[config.mk]
export PLATFORM = sky130hd
export DESIGN_NAME = token_bucket_packet_shaper
export DESIGN_NICKNAME = d
export VERILOG_FILES = /design/src/rtl/core/tbps_pkg.sv /design/src/rtl/core/token_bucket_packet_shaper.sv /design/src/rtl/core/tbps_ctrl.sv /design/src/rtl/core/tbps_datapath.sv
export SDC_FILE = /design/constraint.sdc
export NUM_CORES = 1
export LEC_CHECK = 0
export ABC_AREA = 1
export BUFFER_PORTS_ARGS = -buffer_cell sky130_fd_sc_hd__buf_2
export CORE_MARGIN = 2
export CORE_UTILIZATION = 56
export CTS_CLUSTER_DIAMETER = 150
export DETAILED_ROUTE_END_ITERATION = 10
export PLACE_DENSITY = 0.74
export SYNTH_ARGS = -nofsm -noshare
export SYNTH_HDL_FRONTEND = slang
export SYNTH_SLANG_ARGS = --single-unit
[constraint.sdc]
create_clock -name clk -period 3.5 [get_ports clk]
set_input_delay 0.175 -clock clk [delete_from_list [all_inputs] [get_ports clk]]
set_output_delay 0.175 -clock clk [all_outputs]
set_load 0.05 [all_outputs]
[src/rtl/core/tbps_pkg.sv]
`timescale 1ns / 1ps
// ----------------------------------------------------------------------------
// Token bucket shaper package
// Shared types and constants for the controller, datapath and top level.
// ----------------------------------------------------------------------------
package tbps_pkg;

  // Configuration port layout
  localparam int CFG_IDX_W  = 2;
  localparam int CFG_DATA_W = 5;
  localparam int DEPTH_W    = 4;
  localparam int LIMIT_W    = 5;

  localparam logic [CFG_IDX_W-1:0] REG_BUCKET_DEPTH = 2'd0;
  localparam logic [CFG_IDX_W-1:0] REG_QUEUE_LIMIT  = 2'd1;

  localparam logic [DEPTH_W-1:0] BUCKET_DEPTH_RST = 4'd5;
  localparam logic [LIMIT_W-1:0] QUEUE_LIMIT_RST  = 5'd10;

  // Request kinds
  localparam logic OP_TICK    = 1'b0;
  localparam logic OP_ARRIVAL = 1'b1;

  // Controller states
  typedef enum logic [0:0] {
    ST_IDLE = 1'b0,
    ST_READ = 1'b1
  } state_t;

  // Commands from controller to datapath
  typedef struct packed {
    logic load;   // take the request, update bucket and queue
    logic emit;   // read the head word and present the result
  } cmd_t;

endpackage

[src/rtl/core/token_bucket_packet_shaper.sv]
`timescale 1ns / 1ps
// ----------------------------------------------------------------------------
// Token bucket packet shaper
// Token bucket in front of a bounded packet FIFO; one result per request.
// ----------------------------------------------------------------------------
// A taken request updates the bucket and queue registers; the read step then
// does the registered store read, and the result strobe follows it.
// No new request is taken until the read step ends; busy is high for it.
// The result strobe lasts one cycle and the receiver cannot stall it.
// Reset (synchronous, active low): bucket and queue empty, depth 5, limit 10.
module token_bucket_packet_shaper #(
  parameter int QUEUE_DEPTH = 16,
  parameter int DATA_WIDTH  = 32,
  parameter int TOKEN_MAX   = 15
) (
  input  logic                                 clk,
  input  logic                                 rst_n,
  input  logic                                 start,
  output logic                                 busy,
  input  logic                                 in_op,
  input  logic [DATA_WIDTH-1:0]                in_packet_data,
  output logic                                 out_valid,
  output logic                                 out_sent,
  output logic [DATA_WIDTH-1:0]                out_sent_data,
  output logic                                 out_dropped,
  output logic [$clog2(TOKEN_MAX+1)-1:0]       out_tokens_left,
  output logic [$clog2(QUEUE_DEPTH+1)-1:0]     out_queue_fill,
  input  logic                                 cfg_we,
  input  logic [tbps_pkg::CFG_IDX_W-1:0]       cfg_index,
  input  logic [tbps_pkg::CFG_DATA_W-1:0]      cfg_wdata
);

  tbps_pkg::cmd_t cmd;

  // Sequence each request
  tbps_ctrl u_ctrl (
    .clk   (clk),
    .rst_n (rst_n),
    .start (start),
    .busy  (busy),
    .cmd   (cmd)
  );

  // Bucket, FIFO and result registers
  tbps_datapath #(
    .QUEUE_DEPTH (QUEUE_DEPTH),
    .DATA_WIDTH  (DATA_WIDTH),
    .TOKEN_MAX   (TOKEN_MAX)
  ) u_datapath (
    .clk             (clk),
    .rst_n           (rst_n),
    .cmd             (cmd),
    .cfg_we          (cfg_we),
    .cfg_index       (cfg_index),
    .cfg_wdata       (cfg_wdata),
    .in_op           (in_op),
    .in_packet_data  (in_packet_data),
    .out_valid       (out_valid),
    .out_sent        (out_sent),
    .out_sent_data   (out_sent_data),
    .out_dropped     (out_dropped),
    .out_tokens_left (out_tokens_left),
    .out_queue_fill  (out_queue_fill)
  );

endmodule

[src/rtl/core/tbps_ctrl.sv]
`timescale 1ns / 1ps
// ----------------------------------------------------------------------------
// Token bucket shaper controller
// Two-state sequencer: take a request, then read the store and emit a result.
// ----------------------------------------------------------------------------
module tbps_ctrl (
  input  logic            clk,
  input  logic            rst_n,
  input  logic            start,
  output logic            busy,
  output tbps_pkg::cmd_t  cmd
);

  tbps_pkg::state_t state_r;
  tbps_pkg::state_t state_nxt;

  // Advance the state
  always_ff @(posedge clk) begin
    if (!rst_n) begin
      state_r <= tbps_pkg::ST_IDLE;
    end else begin
      state_r <= state_nxt;
    end
  end

  // Next state
  always_comb begin
    state_nxt = state_r;
    unique case (state_r)
      tbps_pkg::ST_IDLE: begin
        if (start) begin
          state_nxt = tbps_pkg::ST_READ;
        end
      end
      tbps_pkg::ST_READ: begin
        state_nxt = tbps_pkg::ST_IDLE;
      end
      default: begin
        state_nxt = tbps_pkg::ST_IDLE;
      end
    endcase
  end

  // Drive commands
  always_comb begin
    busy     = 1'b0;
    cmd.load = 1'b0;
    cmd.emit = 1'b0;
    unique case (state_r)
      tbps_pkg::ST_IDLE: begin
        cmd.load = start;
      end
      tbps_pkg::ST_READ: begin
        busy     = 1'b1;
        cmd.emit = 1'b1;
      end
      default: begin
        busy = 1'b0;
      end
    endcase
  end

`ifndef SYNTH
  a_accept_goes_busy: assert property (@(posedge clk) disable iff (!rst_n)
    (start && !busy) |=> (busy && cmd.emit))
    else $error("accepted request did not move to the read step");

  a_read_one_cycle: assert property (@(posedge clk) disable iff (!rst_n)
    cmd.emit |=> (!busy && !cmd.emit))
    else $error("read step lasted more than one cycle");

  a_cmd_exclusive: assert property (@(posedge clk) disable iff (!rst_n)
    !(cmd.load && cmd.emit))
    else $error("load and emit issued together");
`endif

endmodule

[src/rtl/core/tbps_datapath.sv]
`timescale 1ns / 1ps
// ----------------------------------------------------------------------------
// Token bucket shaper datapath
// Token counter, packet FIFO with pointers, config registers and result regs.
// ----------------------------------------------------------------------------
module tbps_datapath #(
  parameter int QUEUE_DEPTH = 16,
  parameter int DATA_WIDTH  = 32,
  parameter int TOKEN_MAX   = 15
) (
  input  logic                                 clk,
  input  logic                                 rst_n,
  input  tbps_pkg::cmd_t                       cmd,
  input  logic                                 cfg_we,
  input  logic [tbps_pkg::CFG_IDX_W-1:0]       cfg_index,
  input  logic [tbps_pkg::CFG_DATA_W-1:0]      cfg_wdata,
  input  logic                                 in_op,
  input  logic [DATA_WIDTH-1:0]                in_packet_data,
  output logic                                 out_valid,
  output logic                                 out_sent,
  output logic [DATA_WIDTH-1:0]                out_sent_data,
  output logic                                 out_dropped,
  output logic [$clog2(TOKEN_MAX+1)-1:0]       out_tokens_left,
  output logic [$clog2(QUEUE_DEPTH+1)-1:0]     out_queue_fill
);

  localparam int TW = $clog2(TOKEN_MAX + 1);
  localparam int CW = $clog2(QUEUE_DEPTH + 1);
  localparam int PW = $clog2(QUEUE_DEPTH);
  localparam int DW = (TW > tbps_pkg::DEPTH_W) ? TW : tbps_pkg::DEPTH_W;
  localparam int LW = (CW > tbps_pkg::LIMIT_W) ? CW : tbps_pkg::LIMIT_W;

  // Configuration
  logic [tbps_pkg::DEPTH_W-1:0] cfg_depth_r;
  logic [tbps_pkg::LIMIT_W-1:0] cfg_limit_r;

  // Bucket and queue state
  logic [TW-1:0]         tok_r,    tok_nxt;
  logic [CW-1:0]         cnt_r,    cnt_nxt;
  logic [PW-1:0]         rd_ptr_r, rd_ptr_nxt;
  logic [PW-1:0]         wr_ptr_r, wr_ptr_nxt;
  logic [PW-1:0]         head_r;
  logic                  send_r,   send_nxt;
  logic                  drop_r,   drop_nxt;
  logic                  enq_nxt;
  logic                  valid_r;
  logic [DATA_WIDTH-1:0] rd_data_r;
  logic [DATA_WIDTH-1:0] mem [QUEUE_DEPTH];

  // Working values
  logic [DW-1:0] depth_w, tok_w, tok_mid;
  logic [LW-1:0] limit_w, cnt_w, cnt_mid;

  // Write configuration registers; unknown indexes are ignored
  always_ff @(posedge clk) begin
    if (!rst_n) begin
      cfg_depth_r <= tbps_pkg::BUCKET_DEPTH_RST;
      cfg_limit_r <= tbps_pkg::QUEUE_LIMIT_RST;
    end else if (cfg_we) begin
      if (cfg_index == tbps_pkg::REG_BUCKET_DEPTH) begin
        cfg_depth_r <= cfg_wdata[tbps_pkg::DEPTH_W-1:0];
      end else if (cfg_index == tbps_pkg::REG_QUEUE_LIMIT) begin
        cfg_limit_r <= cfg_wdata[tbps_pkg::LIMIT_W-1:0];
      end
    end
  end

  // Work out the bucket and queue update for one request
  always_comb begin
    depth_w = (DW'(cfg_depth_r) > DW'(TOKEN_MAX)) ? DW'(TOKEN_MAX) : DW'(cfg_depth_r);
    limit_w = (LW'(cfg_limit_r) > LW'(QUEUE_DEPTH)) ? LW'(QUEUE_DEPTH) : LW'(cfg_limit_r);
    tok_w   = DW'(tok_r);
    cnt_w   = LW'(cnt_r);
    enq_nxt  = 1'b0;
    drop_nxt = 1'b0;
    if (in_op == tbps_pkg::OP_TICK) begin
      tok_mid = (tok_w < depth_w) ? tok_w + DW'(1) : tok_w;
      cnt_mid = cnt_w;
    end else begin
      enq_nxt  = (cnt_w < limit_w);
      drop_nxt = !enq_nxt;
      tok_mid  = tok_w;
      cnt_mid  = cnt_w + LW'(enq_nxt);
    end
    send_nxt = (cnt_mid != '0) && (tok_mid != '0);
    tok_nxt  = TW'(tok_mid - DW'(send_nxt));
    cnt_nxt  = CW'(cnt_mid - LW'(send_nxt));
    // Advance pointers with wrap at the queue depth
    rd_ptr_nxt = rd_ptr_r;
    if (send_nxt) begin
      rd_ptr_nxt = (rd_ptr_r == PW'(QUEUE_DEPTH - 1)) ? '0 : rd_ptr_r + PW'(1);
    end
    wr_ptr_nxt = wr_ptr_r;
    if (enq_nxt) begin
      wr_ptr_nxt = (wr_ptr_r == PW'(QUEUE_DEPTH - 1)) ? '0 : wr_ptr_r + PW'(1);
    end
  end

  // Hold bucket, queue and result control state
  always_ff @(posedge clk) begin
    if (!rst_n) begin
      tok_r    <= '0;
      cnt_r    <= '0;
      rd_ptr_r <= '0;
      wr_ptr_r <= '0;
      send_r   <= 1'b0;
      drop_r   <= 1'b0;
      valid_r  <= 1'b0;
    end else begin
      valid_r <= cmd.emit;
      if (cmd.load) begin
        tok_r    <= tok_nxt;
        cnt_r    <= cnt_nxt;
        rd_ptr_r <= rd_ptr_nxt;
        wr_ptr_r <= wr_ptr_nxt;
        send_r   <= send_nxt;
        drop_r   <= drop_nxt;
      end
    end
  end

  // Latch the head address for the read step
  always_ff @(posedge clk) begin
    if (cmd.load) begin
      head_r <= rd_ptr_r;
    end
  end

  // Packet store: write on enqueue, registered read of the head
  always_ff @(posedge clk) begin
    if (cmd.load && enq_nxt) begin
      mem[wr_ptr_r] <= in_packet_data;
    end
  end

  always_ff @(posedge clk) begin
    if (cmd.emit) begin
      rd_data_r <= mem[head_r];
    end
  end

  // Drive results
  assign out_valid       = valid_r;
  assign out_sent        = send_r;
  assign out_sent_data   = send_r ? rd_data_r : '0;
  assign out_dropped     = drop_r;
  assign out_tokens_left = tok_r;
  assign out_queue_fill  = cnt_r;

`ifndef SYNTH
  a_fill_in_range: assert property (@(posedge clk) disable iff (!rst_n)
    CW'(cnt_r) <= CW'(QUEUE_DEPTH))
    else $error("queue fill beyond depth");

  a_tokens_in_range: assert property (@(posedge clk) disable iff (!rst_n)
    TW'(tok_r) <= TW'(TOKEN_MAX))
    else $error("token count beyond maximum");

  a_send_moves_head: assert property (@(posedge clk) disable iff (!rst_n)
    (cmd.load && send_nxt) |=> (rd_ptr_r != $past(rd_ptr_r)))
    else $error("packet sent without advancing the read pointer");
`endif

endmodule

==> impl_results.md, run 1 <==
- Core region area: 0.0419 sq mm
- Antenna violations before repair: 0
- Violation count after the first detailed-routing iteration: 1315
- Proportion of layout cells with a drive suffix above 1: 0.138
- Highest Clock Rate: 299 MHz
- Final setup violating endpoints: 0
- First-pass GRT wire length: 79700 microns
- Met2 WL post-DR: around 25000 microns
- Worst Min Path Start: start
- Final Hold Vio Count: 0
- Main flop type after synthesis: sky130_fd_sc_hd__edfxtp_1
- Largest net degree at the start of global routing: roughly 130
- Post-synthesis to final-layout area growth: 14.9%
- Number of warnings reported in the yosys synthesis log: 0
- Via Count: 14.1k
- Max Buffers Root-to-Sink: 3
- Ordered cell list for the critical path: o41ai_2 -> buf_4 -> nand2_1 -> ha_1 -> nand2_1 -> inv_1 -> nand4_1 -> nand2_2 -> inv_2 -> ha_4 -> ha_4 -> o21ai_2 -> nand3_1 -> nand3b_4 -> nand2_2 -> inv_2 -> ha_1 -> ha_2 -> nand3_1 -> xor2_1 -> o21ai_1 -> inv_1
- TritonCTS clock tree: built
- Later-pin clock latency in the skew report: about 610 ps
- Final Skew: approximately 13 ps
- Wirelength per Cell: approximately 21 microns
- I/O pins: between 80 and 90
- Slew at the pin closest to its max-slew limit: 916 ps
- Number of flops mapped to enable cells by yosys: 548
- Slew HR: 0.390
- Final Core Density: 0.651
- Worst setup EP type: register
- Std cell rows: 75
- Most used cells in the layout excluding fill and tap cells: sky130_fd_sc_hd__edfxtp_1, sky130_fd_sc_hd__inv_1, sky130_fd_sc_hd__o21ai_0, sky130_fd_sc_hd__a21oi_1, sky130_fd_sc_hd__mux2i_1
- Sum of overflow across all layers after global routing: 0
- Highest-delay cell along the critical path: sky130_fd_sc_hd__dfxtp_2
- Largest voltage drop on the vdd net: between 0.4 and 0.5 mV
- Delay of the slowest cell on the worst path: between 300 and 400 ps
- Vias in the first global route: between 10k and 15k
- Synthesized area per cell: 13.8 sq um
- Number of H-tree levels: 2
- Netlist area before placement: about 0.024 sq mm
- Port-buffer cells: a little under 90
- Family with the most delay on the worst path: adder cells
- Run status: completed
- Die Ht: around 210 microns
- Synth Register Bits: slightly below 600
- Register area share after synthesis: 0.719
- Final net count: 1929
- Most common library cell in the layout ignoring fill and taps: sky130_fd_sc_hd__edfxtp_1
- Met1 WL: ~22000 microns
- Worst reg2reg path startpoint: u_datapath.cfg_limit_r[0]$_SDFFE_PN0P_
- Via/cell ratio: approximately 5.8
- Type of the tightest min-delay check: in -> reg
- HPWL after detailed placement: around 28000 microns
- Die area: between 0.04 and 0.05 sq mm
- Worst Reg2Reg Path Length in Cells: 22
- Data arrival time of the worst path: 3890 ps
- Max-cap check violation count: 0
- Count of antenna diodes in the layout: 0
- Detailed-routing iteration count for the pre-antenna-repair pass: 5
- DRT antenna net count: 0
- End of the worst register-to-register path: u_datapath.out_queue_fill[4]$_SDFFE_PN0P_
- Data required time at the worst endpoint: ~4100 ps
- Starting Density: 0.567
- Total wire length: around 51000 microns
- Leakage: about 10 nW
- Cell chosen for the clock root: sky130_fd_sc_hd__clkbuf_16
- Crit share post-route: 0.954
- Total length of routed met3 wires: 2710 microns
- Number of distinct library cell variants in the gate-level netlist after synthesis: 43
- Highest metal layer with signal wires: met4
- Kind of start point of the critical path: register
- Post-route minimum period: about 3300 ps
- Gpl congestion: 0.794
- Power density of the placed cells: between 500 and 600 mW/mm^2
- Total negative slack: 0 ps
- Maximum fanout encountered on the critical timing path: 3
- Post-route DRC: 0
- Syn_nets: between 1.5k and 2k
- Worst-path clk slew: around 60 ps
- Post-synthesis cell count: between 1.5k and 2k
- CP Launch Point: u_datapath.cfg_limit_r[0]$_SDFFE_PN0P_
- GRT Util Overall: 0.236
- Hold path depth: 3
- Worst setup path class: reg -> reg
- Slew Viols, Final: 0
- Synth async-reset ratio: 0
- Number of clock buffers inserted by TritonCTS: between 50 and 60
- TritonCTS Sinks: slightly below 600
- Flop-to-flop setup slack: about 160 ps
- Buffering stage count on the worst path with inverters included: 5
- Worst Hold Path EP: u_datapath.head_r[0]$_DFFE_PP_
- Die span in x: 210 microns
[power breakdown]
part | leakage (nW) | internal [W] | switching, W
sequential | 5.19 | 0.00767 | 0.0000764
combinational | 3.96 | 0.000498 | 0.000998
clock | 0.845 | 0.00329 | 0.00247
[synth_stat cells (23+ instances only)]
cell type	number	area (sq um)
sky130_fd_sc_hd__nand3_1	52	260
sky130_fd_sc_hd__inv_1	202	758
sky130_fd_sc_hd__dfxtp_1	30	601
sky130_fd_sc_hd__o21ai_1	23	115
sky130_fd_sc_hd__o21ai_0	149	746
sky130_fd_sc_hd__clkbuf_1	54	203
sky130_fd_sc_hd__edfxtp_1	548	16500
sky130_fd_sc_hd__a21oi_1	148	741
sky130_fd_sc_hd__o211ai_1	127	953
sky130_fd_sc_hd__mux2i_1	128	1280
sky130_fd_sc_hd__nor2_1	30	113
sky130_fd_sc_hd__nand2_1	123	462
[state kept, by name, indices dropped and copies added (netlist names), 4 cells and up]
signal                      flops
u_datapath.cfg_depth_r          4
u_datapath.cfg_limit_r          5
u_datapath.head_r               4
u_datapath.mem                512
u_datapath.out_queue_fill       5
u_datapath.out_tokens_left      4
u_datapath.rd_data_r           32
u_datapath.rd_ptr_r             4
u_datapath.wr_ptr_r             4
[routing by layer]
metal	vias up	track usage
li1	6595	-
met1	6958	0.322
met2	455	0.401
met3	84	0.0283
met4	0	0.0751
met5	-	0
[worst max path at each step]
stage | endpoint | cells past startpoint
after floorplan | u_datapath.mem[11][0]$_DFFE_PP_ | 11
after global placement | u_datapath.out_queue_fill[4]$_SDFFE_PN0P_ | 22
after detailed placement | u_datapath.out_queue_fill[4]$_SDFFE_PN0P_ | 22
after CTS | u_datapath.out_queue_fill[4]$_SDFFE_PN0P_ | 22
after global routing | u_datapath.out_queue_fill[4]$_SDFFE_PN0P_ | 21
final | u_datapath.out_queue_fill[4]$_SDFFE_PN0P_ | 22
[final cells by class]
class / count / area [sq um]
timing repair buffer: 185 / 1560
tap: 539 / 674
sequential: 578 / 17100
multi-input combinational: 840 / 5450
fill: 2964 / 14600
inverter: 207 / 779
clock inverter: 31 / 284
clock buffer: 68 / 1450
[kinds of logic after synthesis]
group,after synthesis,synth area share
XOR/XNOR,8,0.00327
AO/OA/AOI/OAI,456,0.111
buffers and inverters,306,0.0591
AND/OR/NAND/NOR,230,0.0439
flip-flops,578,0.719
multiplexers,128,0.0540
adder cells (fa/ha/maj),18,0.00949
[per-stage QoR]
step	power, W	setup slack (ps)	hold slack, ps	instances	instance area, sq um
2_1_floorplan	0.00892	-166	274	1724	23700
3_3_place_gp	0.00928	22.5	412	2299	25000
3_5_place_dp	0.00932	-114	411	2299	25000
4_1_cts	0.0151	2.21	12.7	2447	27200
5_1_grt	0.0155	-37.8	46.0	2448	27300
6_report	0.0150	161	39.9	2448	27300
[repair_timing]
item,4_1_cts,5_1_grt
setup buffers,1,1
gates resized for setup,6,9
hold buffers,48,0
endpoints found under the setup margin,2,5
pin swaps,1,2
hold endpoints to repair,528,0
[worst reg2reg max path: cells and delay by family (launching register included)]
family	cells	cell delay, ps
simple gates	8	780
xor+xnor	1	160
flops	1	340
fa+ha+maj	5	1060
compound gates	3	580
buf+inv	5	370
(Power assumes the default switching activity.)
==> run 2: changes to the inputs <==
Settings changed: ABC_AREA 1 to not set, CORE_UTILIZATION 56 to 55, PLACE_DENSITY 0.74 to 0.73.
==> run 2 against run 1 <==
Against the previous run:
- the run now ends with setup timing left
- flip-flop and latch count is the same
- fmax shrank 6.4%
- synthesized area shrank 5.4%
- count of clock-buffer cells in the layout grew 6
- register-to-register slack lost 230 ps
- synthesized cell count shrank 41%
- critical endpoint unchanged
- highest routed layer is now met5
==> impl_results.md, run 2 <==
- Data arrival time of the worst path: roughly 4000 ps
- Port-buffer cells: 88
- Number of clock buffers inserted by TritonCTS: between 50 and 60
- Antenna violations before repair: 2
- Portion of synthesized cell area occupied by the leading cell type: 0.734
- First-pass GRT wire length: approximately 70000 microns
- Number of H-tree levels: 2
- Slew HR: 0.398
- I/O pins: 89
- Buffering stage count on the worst path with inverters included: 1
- Final setup violating endpoints: 1
- Die Ht: approximately 210 microns
- Post-route minimum period: 3570 ps
- Run status: finished, violations left
- Number of flops mapped to enable cells by yosys: ~550
- Synth async-reset ratio: 0
- Type of the tightest min-delay check: in -> reg
- Cell Area, Placed: between 0.02 and 0.025 sq mm
- Core region area: between 0.04 and 0.05 sq mm
- Largest regs: u_datapath.mem (512), u_datapath.rd_data_r (32)
- Most area-hungry cell type in the Yosys netlist: sky130_fd_sc_hd__edfxtp_1
- Delay of the slowest cell on the worst path: between 300 and 400 ps
- Number of warnings reported in the yosys synthesis log: 0
- Starting Density: 0.561
- TritonCTS clock tree: built
- Final Hold Vio Count: 0
- Flip-flop count of the largest register, all copies and words added: between 500 and 600
- Place WS: -71.8 ps
- Number of distinct library cell variants in the gate-level netlist after synthesis: 50
- Top area cells in the synthesized netlist: sky130_fd_sc_hd__edfxtp_1, sky130_fd_sc_hd__mux4_2, sky130_fd_sc_hd__dfxtp_1, sky130_fd_sc_hd__and2_1, sky130_fd_sc_hd__ha_1
- Max-cap check violation count: 0
- Final Core Density: 0.657
- Synthesized area per cell: 22.0 sq um
- Netlist area before placement: 0.0224 sq mm
- Filler cells: between 2k and 3k
- Via Count: ~11k
- Total wire length: 46800 microns
- Worst setup path class: reg -> reg
- Family with the most delay on the worst path: adder cells
- Top cells by count, synth: sky130_fd_sc_hd__edfxtp_1, sky130_fd_sc_hd__mux4_2, sky130_fd_sc_hd__and2_1, sky130_fd_sc_hd__clkbuf_1, sky130_fd_sc_hd__dfxtp_1
- Crit share post-route: 1.02
- HPWL after detailed placement: ~24000 microns
- Via/cell ratio: 6.06
- Detailed-routing iteration count for the pre-antenna-repair pass: 5
- Most used cells in the layout excluding fill and tap cells: sky130_fd_sc_hd__edfxtp_1, sky130_fd_sc_hd__mux4_2, sky130_fd_sc_hd__buf_2
- Wirelength per Cell: between 20 and 30 microns
- Highest-delay cell along the critical path: sky130_fd_sc_hd__dfxtp_2
- Syn_nets: between 1k and 1.5k
- TritonCTS Sinks: between 500 and 600
- Final net count: between 1k and 1.5k
- Max Buffers Root-to-Sink: 3
- Post-synthesis to final-layout area growth: 17.2%
- Largest voltage drop on the vdd net: 0.510 mV
- Most common library cell in the layout ignoring fill and taps: sky130_fd_sc_hd__edfxtp_1
- Proportion of layout cells with a drive suffix above 1: 0.338
- Violation count after the first detailed-routing iteration: 1125
- Post-synthesis cell count: 1018
- Failing checks: setup timing
- Largest register by flop count: u_datapath.mem
- Maximum fanout encountered on the critical timing path: 4
- Die span in x: 206 microns
- GRT Util Overall: 0.228
- Finished Cell Area: 0.0263 sq mm
- Highest Clock Rate: about 280 MHz
- Slew Viols, Final: 0
- Slew at the pin closest to its max-slew limit: ~900 ps
- Sum of overflow across all layers after global routing: 0
- DRT antenna net count: 0
- Final Skew: 18.8 ps
- Largest net degree at the start of global routing: 85
- Dominant cell by count in the synthesized netlist: sky130_fd_sc_hd__edfxtp_1
- # placed instances: roughly 1.6k
- Leakage: around 8.7 nW
- Register area share after synthesis: 0.760
- Vias in the first global route: ~11k
- Gpl congestion: 0.781
- Main flop type after synthesis: sky130_fd_sc_hd__edfxtp_1
- Cell chosen for the clock root: sky130_fd_sc_hd__clkbuf_16
- Synth Register Bits: 578
- Kind of start point of the critical path: register
- Cell repeated most along the worst path: sky130_fd_sc_hd__ha_4
- Fin Hold WS: between 40 and 50 ps
- Unrepaired setup endpoints after global routing: true
- Ordered cell list for the critical path: inv_4 -> nand2_2 -> ha_4 -> nor3_1 -> o21ai_2 -> nand2_2 -> ha_4 -> ha_4 -> nor3b_1 -> mux2_4 -> o211a_1 -> a211oi_2 -> ha_2 -> ha_4 -> mux2_2 -> nand4_1 -> a21oi_2 -> xor2_1 -> and2_1
- Data required time at the worst endpoint: between 3000 and 4000 ps
- Fin cells: roughly 1.8k
- Power density of the placed cells: 576 mW/mm^2
- Post-route worst setup slack: -68.6 ps
- Worst setup EP type: register
- Later-pin clock latency in the skew report: roughly 600 ps
- Die area: ~0.042 sq mm
- Post-route DRC: 0
- Std cell rows: 73
- Worst-path clk slew: about 60 ps
-- run 2: cell types whose count changed after synthesis, moves of 43 or more --
cell and change:
sky130_fd_sc_hd__nand3_1 -43, sky130_fd_sc_hd__o21ai_0 -140, sky130_fd_sc_hd__mux4_2 +160, sky130_fd_sc_hd__a21oi_1 -135
sky130_fd_sc_hd__inv_1 -190, sky130_fd_sc_hd__o211ai_1 -124, sky130_fd_sc_hd__nand2_1 -103, sky130_fd_sc_hd__mux2i_1 -116
-- run 2: path summary, 6_finish.rpt --
path | start | end | slack [ps] | cells past startpoint
max | u_datapath.cfg_limit_r[4]$_SDFFE_PN0P_ | u_datapath.out_queue_fill[4]$_SDFFE_PN0P_ | -70 | 19
min | rst_n | u_datapath.cfg_depth_r[0]$_SDFFE_PN1P_ | 40 | 2
max reg2reg | u_datapath.cfg_limit_r[4]$_SDFFE_PN0P_ | u_datapath.out_queue_fill[4]$_SDFFE_PN0P_ | -70 | 19
min reg2reg | u_datapath.rd_ptr_r[2]$_SDFFE_PN0P_ | u_datapath.rd_ptr_r[2]$_SDFFE_PN0P_ | 510 | 2
-- run 2: cell type report --
| cell class | instances | area (sq um) | share of cell area |
|---|---|---|---|
| sequential | 578 | 17100 | 0.649 |
| multi-input combinational | 377 | 5270 | 0.200 |
| clock buffer | 74 | 1530 | 0.0583 |
| timing repair buffer | 179 | 1500 | 0.0569 |
| tap | 525 | 657 | 0.0250 |
| clock inverter | 29 | 218 | 0.00828 |
| inverter | 12 | 47.5 | 0.00181 |
| antenna | 1 | 2.50 | 0.0000952 |
-- run 2: report_power, final --
part	total (W)	internal [W]	switching, W
Clock	0.00574	0.00329	0.00245
Sequential	0.00777	0.00768	0.0000871
Combinational	0.00165	0.000761	0.000888
-- run 2: kinds of logic after synthesis --
family	after synthesis	synth area share
simple gates	134	0.0348
fa+ha+maj	18	0.0100
buf+inv	63	0.0118
compound gates	45	0.0134
xor+xnor	6	0.00234
flops	578	0.760
mux	174	0.167
-- run 2: routing by layer --
metal / vias up / routed length [microns] / global-route usage / part of all wire
met4: 2 / 907 / 0.0653 / 0.019
met1: 5708 / 19500 / 0.319 / 0.42
met2: 344 / 23700 / 0.378 / 0.51
met5: - / 15 / 0 / 0.00032
met3: 73 / 2650 / 0.0356 / 0.056
li1: 4624 / - / - / -
-- run 2: metrics by stage --
step	setup TNS [ps]	power (W)
global route	-370	0.0157
global placement	-21.5	0.00943
finish	-68.6	0.0152
floorplan	0	0.00901
detailed placement	-71.8	0.00946
CTS	0	0.0152
-- run 2: what timing repair did --
action | in CTS | in global routing
pin swaps | 1 | 13
resized for setup | 2 | 19
endpoints found under the hold margin | 521 | 0
setup buffers | 0 | 5
cloned | 0 | 0
hold buffers | 44 | 0
endpoints found under the setup margin | 3 | 3
